## src/srs_pkg.sv

```systemverilog
// Shared types and constants for the sparse row store.
package srs_pkg;

    typedef enum logic [2:0] {
        OP_APPEND     = 3'd0,
        OP_OVERWRITE  = 3'd1,
        OP_ACCUMULATE = 3'd2,
        OP_READ       = 3'd3,
        OP_LOAD       = 3'd4,
        OP_PRODUCT    = 3'd5,
        OP_CLEAR      = 3'd6,
        OP_NONE       = 3'd7
    } op_t;

    typedef enum logic [1:0] {
        ST_OK    = 2'd0,
        ST_RANGE = 2'd1,
        ST_FULL  = 2'd2,
        ST_SAT   = 2'd3
    } status_t;

    typedef enum logic [2:0] {
        S_IDLE,
        S_START,
        S_FILL,
        S_SCAN,
        S_HIT,
        S_APPEND,
        S_ROUND,
        S_RESP
    } state_t;

    typedef enum logic [0:0] {
        REG_ROW_COUNT = 1'b0,
        REG_COL_COUNT = 1'b1
    } reg_index_t;

    // Control of the shared multiply-accumulate unit.
    typedef struct packed {
        logic clr;
        logic mul_en;
        logic acc_en;
    } mac_ctrl_t;

    localparam int ACC_W = 72;
    localparam int VAL_W = 32;
    localparam int CNT_W = 9;

endpackage

```

## src/srs_mac.sv

```systemverilog
// Shared multiply-accumulate unit with Q16.16 rounding and saturation.
module srs_mac
    import srs_pkg::*;
(
    input  logic                    clk,
    input  logic                    rst_n,
    input  mac_ctrl_t               ctrl,
    input  logic signed [VAL_W-1:0] a,
    input  logic signed [VAL_W-1:0] b,
    output logic        [VAL_W-1:0] result,
    output logic                    sat
);

    logic signed [2*VAL_W-1:0] prod_reg;
    logic signed [ACC_W-1:0]   acc_reg;
    logic        [ACC_W-1:0]   rnd;
    logic                      fits;

    always_ff @(posedge clk or negedge rst_n)
    begin
        if (!rst_n)
        begin
            acc_reg <= '0;
        end
        else if (ctrl.clr)
        begin
            acc_reg <= '0;
        end
        else if (ctrl.acc_en)
        begin
            acc_reg <= acc_reg + ACC_W'(prod_reg);
        end
    end

    always_ff @(posedge clk)
    begin
        if (ctrl.mul_en)
        begin
            prod_reg <= a * b;
        end
    end

    // Round half up, then the result fits when the bits above bit 47 are a sign extension.
    assign rnd    = acc_reg + ACC_W'(32'h0000_8000);
    assign fits   = (&rnd[ACC_W-1:47]) || !(|rnd[ACC_W-1:47]);
    assign sat    = !fits;
    assign result = fits ? rnd[47:16] : (rnd[ACC_W-1] ? 32'h8000_0000 : 32'h7FFF_FFFF);

endmodule

```

## config.mk

```make
export PLATFORM = sky130hd
export DESIGN_NAME = srs_mac
export DESIGN_NICKNAME = d
export VERILOG_FILES = /design/src/srs_pkg.sv /design/src/srs_mac.sv
export SDC_FILE = /design/constraint.sdc
export NUM_CORES = 2
export LEC_CHECK = 0
export BUFFER_PORTS_ARGS = -buffer_cell sky130_fd_sc_hd__buf_2
export CAP_MARGIN = 20
export CORE_MARGIN = 10
export CORE_UTILIZATION = 45
export CTS_CLUSTER_SIZE = 24
export DETAILED_ROUTE_END_ITERATION = 16
export PLACE_DENSITY = 0.68
export SLEW_MARGIN = 0
export SYNTH_ARGS = -nofsm -noshare
export SYNTH_HDL_FRONTEND = slang
export SYNTH_SLANG_ARGS = --single-unit
```

## constraint.sdc

```tcl
create_clock -name clk -period 5 [get_ports clk]
set_input_delay 0.75 -clock clk [delete_from_list [all_inputs] [get_ports clk]]
set_output_delay 0.75 -clock clk [all_outputs]
set_load 0.005 [all_outputs]
```

; ---- Yosys cells after proc, flatten, opt, wreduce, memory -nomap -nowiden
; Index checks and enable logic that the tools add are counted.
[word_totals]
register_bits = 136
input_bits = 69
word_cells = 15
[classes]
n_addsub = 2
multipliers = 1
muxes = 4
n_reduce_logical = 6
[ops]
columns = operator, count
row1 = $mux 72, 2
row2 = $add 72x16->72 const B, 1
row3 = $add 72x64->72, 1
row4 = $mul 32x32->64, 1
row5 = $mux 32, 2
row6 = $reduce_and 25->1, 1
row7 = $reduce_or 25->1, 1
row8 = $logic_not 1->1, 2
row9 = $reduce_bool 2->1, 1
row10 = $logic_or 1x1->1, 1

; ---- Longest topological paths before layout
[depth]
word_depth = 5
depth_mapped = 29
ltp_nobuf = 27

; ---- Least setup slack after synthesis
; OpenSTA, ideal clock, no wires.
[synth_timing]
path_type = input to register
start = in b[2]
end = reg prod_reg[62] (data pin)
arrival_time_ps = 8170
required_ps = 4871
setup_slack_ps = -3299
stages = 27
path_cell_list = clkbuf_1 -> nand2_1 -> inv_1 -> fa_1 -> fa_1 -> fa_1 -> fa_1 -> inv_1 -> fa_1 -> inv_1 -> fa_1 -> inv_1 -> fa_1 -> inv_1 -> fa_1 -> ha_1 -> clkbuf_1 -> inv_1 -> o21ai_1 -> a21o_1 -> a21oi_1 -> nor2_1 -> a211oi_1 -> o41ai_2 -> a221o_1 -> nor4b_1 -> a211o_1
[synth_via]
elab_chain_len = 1
[synth_lines]
columns = item, line
row1 = "start, declared", srs_mac.sv:9  ; input logic signed [VAL_W-1:0] b,
row2 = $mul 32x32->64, srs_mac.sv:39  ; prod_reg <= a * b;
row3 = "end signal, assigned", srs_mac.sv:39
row4 = "end, declared", srs_mac.sv:14  ; logic signed [2*VAL_W-1:0] prod_reg;
; No other way between the ends.
; A chain may end at the register's enable or synchronous reset.

; ---- Worst setup path in the final report
[layout_timing]
start = in b[17]
end = reg prod_reg[62] (data pin)
; Same word-level chain as after synthesis.

==> results.py <==
metrics = {
    "setup_path": {
        "crit_family": "adder cells",
        "critPathRequiredTime_ns": 5.18,
        "worstReg2RegEnd": "acc_reg[71]$_DFFE_PN0P_",
        "critPathSlowestCell": "sky130_fd_sc_hd__fa_2",
        "rrSetupSlack_ns": 1.24,
        "worstSetupStartpoint": "b[17]",
        "critPathCaptureType": "register",
        "r2r_start": "prod_reg[1]$_DFFE_PP_",
        "path_buf_inv": 5,
        "critical_setup_path_class": "input pin to register",
        "worst-path-max-fanout": 7,
        "critical-path-top-cell-by-count": "sky130_fd_sc_hd__fa_1",
        "worst-endpoint-arrival_ns": 7.73,
        "cp_slowest_stage_delay_ns": 0.63,
        "worst-path-stages": 25,
        "critPathLaunchType": "input pin",
        "crit_path_end": "prod_reg[62]$_DFFE_PP_",
        "r2r.worst_path.cells": 12,
    },
    "sta": {
        "setup-violations-final": 56,
        "slew_headroom_pct": 31.7,
        "maxClockFrequency_mhz": 132,
        "skew_ns": 0.0155,
        "rsz0062_at_grt": "true",
        "max_slew.worst_pin.slew_ns": 1.02,
        "final.setup.tns_ns": -102.84,
        "setup_slack_ns": -2.55,
        "final_period_minus_worst_setup_slack_ns": 7.55,
        "min_period_over_period_pct": 151,
        "final_max_slew_viol_count": 0,
        "finalHoldViolations": 0,
    },
    "logic_synthesis": {
        "yosys_synthesis_warning_count": 0,
        "syn_area_per_cell_um2": 9.24,
        "ys_dominant_reg_cell": "sky130_fd_sc_hd__dfrtp_1",
        "post_synth_instance_area_um2": 46600,
        "synthesis.instances": 5043,
        "synthDistinctLibCells": 90,
        "synth-seq-area-share_pct": 7.99,
        "synth_async_sr_flop_share_pct": 52.9,
        "synth-edff-count": 64,
        "synth.ff_latch_count": 136,
        "synth.net_count": 6451,
    },
    "floorplan": {
        "std_cell_rows": 118,
        "initial_core_utilization_pct": 45.2,
        "core_area_um2": 103000,
        "dieWidth_um": 342,
        "ports_placed_on_the_boundary": 102,
        "design.die.area_um2": 117000,
        "floorplan.die.height_um": 342,
    },
    "route": {
        "drt_first_pass_iters": 6,
        "dr.first_iter.drc_count": 2406,
        "route.antenna.remaining_nets": 0,
        "route.detailed.wl_per_inst_um": 18.6,
        "via_count": 35800,
        "drc_errors": 0,
        "routed_wirelength_mm": 128,
        "route.detailed.vias_per_inst": 5.22,
    },
    "clock_tree": {
        "cts.sinks": 136,
        "cts_hold_buffers": 0,
        "cts_tree": "built",
        "cts_root_buf": "sky130_fd_sc_hd__clkbuf_16",
        "cts-buffers-inserted": 17,
        "clk_path_buf_depth": 2,
        "clkSlewWorstSetupHoldPaths_ns": 0.06,
        "worst_skew_pair.late_latency_ns": 0.44,
        "cts-htree-levels": 4,
    },
    "place": {
        "post-dp-hpwl_mm": 107,
        "placed_area_um2": 52200,
        "globalplace.congestion": 0.927,
        "placement.setup.worst_slack_ns": -3.29,
        "portBuffers": 101,
    },
    "cells_and_area": {
        "multi_input_comb_area_um2": 39800,
        "layout.cell_area.non_filler_um2": 56300,
        "growth_of_design_area_from_synthesis_to_finish_pct": 20.7,
        "area_occupied_by_registers_um2": 3720,
        "n_fill_cell": 8910,
        "fin_nets": 6884,
        "largest_register_ffs": 72,
        "layout-drive-gt1-share_pct": 20.6,
    },
    "global_route": {
        "grt_start_max_net_pins": 65,
        "grt_remaining_overflow": 0,
        "grt_first_pass_wirelength_mm": 207,
        "grt.total_usage_pct": 21.7,
        "grt_pass1_vias": 38900,
        "grt_antenna_before_repair": 2,
    },
    "status": {
        "violations": "setup timing",
        "outcome": "complete, but fails checks",
    },
    "worst_hold_path": {
        "hold_class": "input pin to asynchronous set/reset pin",
    },
    "run": {
        "drv_cap": 0,
    },
}
## how the worst min path moves through the flow
stage                             from                 endpoint  slack, ns  cells after the start
2_1_floorplan                    rst_n   acc_reg[0]$_DFFE_PN0P_       0.45                      0
3_3_place_gp   acc_reg[10]$_DFFE_PN0P_  acc_reg[10]$_DFFE_PN0P_       0.51                      2
3_5_place_dp   acc_reg[10]$_DFFE_PN0P_  acc_reg[10]$_DFFE_PN0P_       0.51                      2
4_1_cts                          rst_n   acc_reg[0]$_DFFE_PN0P_       0.39                      1
5_1_grt                          rst_n   acc_reg[0]$_DFFE_PN0P_       0.44                      1
6_report                         rst_n   acc_reg[0]$_DFFE_PN0P_       0.38                      1
## cell usage in the layout (no fill, tap or decap), types with 18 or more instances in the layout
master,instances
sky130_fd_sc_hd__fa_1,988
sky130_fd_sc_hd__inv_1,952
sky130_fd_sc_hd__nand2_1,574
sky130_fd_sc_hd__and2_1,472
sky130_fd_sc_hd__buf_4,441
sky130_fd_sc_hd__ha_1,218
sky130_fd_sc_hd__a21oi_1,149
sky130_fd_sc_hd__nor2_1,137
sky130_fd_sc_hd__buf_6,97
sky130_fd_sc_hd__xnor2_1,96
sky130_fd_sc_hd__fa_2,95
sky130_fd_sc_hd__dfrtp_1,72
sky130_fd_sc_hd__a21o_1,67
sky130_fd_sc_hd__xor2_1,65
sky130_fd_sc_hd__o21ai_0,64
sky130_fd_sc_hd__edfxtp_1,64
sky130_fd_sc_hd__nand3_1,61
sky130_fd_sc_hd__mux2i_1,51
sky130_fd_sc_hd__and2_4,50
sky130_fd_sc_hd__inv_2,48
sky130_fd_sc_hd__nand4_1,45
sky130_fd_sc_hd__buf_12,45
sky130_fd_sc_hd__buf_2,39
sky130_fd_sc_hd__nor2b_1,37
sky130_fd_sc_hd__buf_8,37
sky130_fd_sc_hd__ha_4,36
sky130_fd_sc_hd__a21oi_2,34
sky130_fd_sc_hd__clkbuf_16,30
sky130_fd_sc_hd__o21bai_1,28
sky130_fd_sc_hd__o21ai_1,27
sky130_fd_sc_hd__nand2_2,22
sky130_fd_sc_hd__nor3_1,20
sky130_fd_sc_hd__nand2b_1,18
## repair_timing
action | CTS | global route
buffers inserted | 39 | 62
pin swaps | 120 | 255
cloned | 0 | 11
resized for setup | 285 | 359
setup endpoints to repair | 56 | 88
## stage by stage
step	utilization, %	instances	hold slack [ns]
after floorplan	-	5043	0.454
after global placement	50.6	6737	0.508
after detailed placement	50.6	6737	0.515
after CTS	52.5	6803	0.395
after global routing	54.5	6869	0.438
final	54.5	6870	0.385
## cell usage after synthesis, types with 6 or more instances
cell type	n	area, um^2
sky130_fd_sc_hd__edfxtp_1	64	1920
sky130_fd_sc_hd__nor4_1	7	43.8
sky130_fd_sc_hd__nand2_1	607	2280
sky130_fd_sc_hd__o21ai_1	25	125
sky130_fd_sc_hd__and2_1	523	3270
sky130_fd_sc_hd__inv_1	1001	3760
sky130_fd_sc_hd__and4_1	8	70.1
sky130_fd_sc_hd__a31oi_1	15	93.8
sky130_fd_sc_hd__fa_1	1083	21700
sky130_fd_sc_hd__nor2_1	151	567
sky130_fd_sc_hd__buf_2	10	50.1
sky130_fd_sc_hd__a211oi_1	18	135
sky130_fd_sc_hd__nor3_1	24	120
sky130_fd_sc_hd__and3_1	18	113
sky130_fd_sc_hd__a21oi_1	190	951
sky130_fd_sc_hd__ha_1	256	3200
sky130_fd_sc_hd__nand2b_1	20	125
sky130_fd_sc_hd__nand3_1	67	335
sky130_fd_sc_hd__xor2_1	67	587
sky130_fd_sc_hd__nand4_1	45	282
sky130_fd_sc_hd__o31ai_1	6	45.0
sky130_fd_sc_hd__or3_1	6	37.5
sky130_fd_sc_hd__clkbuf_1	247	927
sky130_fd_sc_hd__o211ai_1	8	60.1
sky130_fd_sc_hd__a21o_1	67	503
sky130_fd_sc_hd__o21a_1	11	82.6
sky130_fd_sc_hd__nor2b_1	38	238
sky130_fd_sc_hd__o21bai_1	29	218
sky130_fd_sc_hd__dfrtp_1	72	1800
sky130_fd_sc_hd__o21ai_0	82	410
sky130_fd_sc_hd__a211o_1	7	61.3
sky130_fd_sc_hd__buf_1	6	22.5
sky130_fd_sc_hd__mux2i_1	51	510
sky130_fd_sc_hd__xnor2_1	107	937
sky130_fd_sc_hd__a221o_1	8	80.1
## area by class of cell
cell class	count	share of cell area, %
Sequential cell	136	6.62
Multi-Input combinational cell	3638	70.8
Timing Repair Buffer	680	11.7
Antenna cell	1	0.00445
Clock inverter	12	0.269
Tap cell	1380	3.07
Clock buffer	20	0.851
Inverter	1003	6.70
## layer usage
layer	wire length (um)	share of wire, %	track usage (%)	vias to the layer above
met5	0	0	0	-
met4	2870	2.3	4.71	0
met3	8670	6.8	3.00	182
met2	58900	46	34.8	1125
met1	57000	45	31.0	18300
li1	-	-	-	16200
## logic make-up after synthesis
kind of cell,after synthesis,share of synthesized area (%)
fa+ha+maj,1339,53.4
mux,54,1.17
simple gates,1544,16.7
xor+xnor,174,3.27
buf+inv,1269,10.3
flops,136,7.99
compound gates,527,7.26
Power is left out: the tool's default activity adds up to more than one toggle a clock period on the data nets, which glitch-free logic cannot reach.
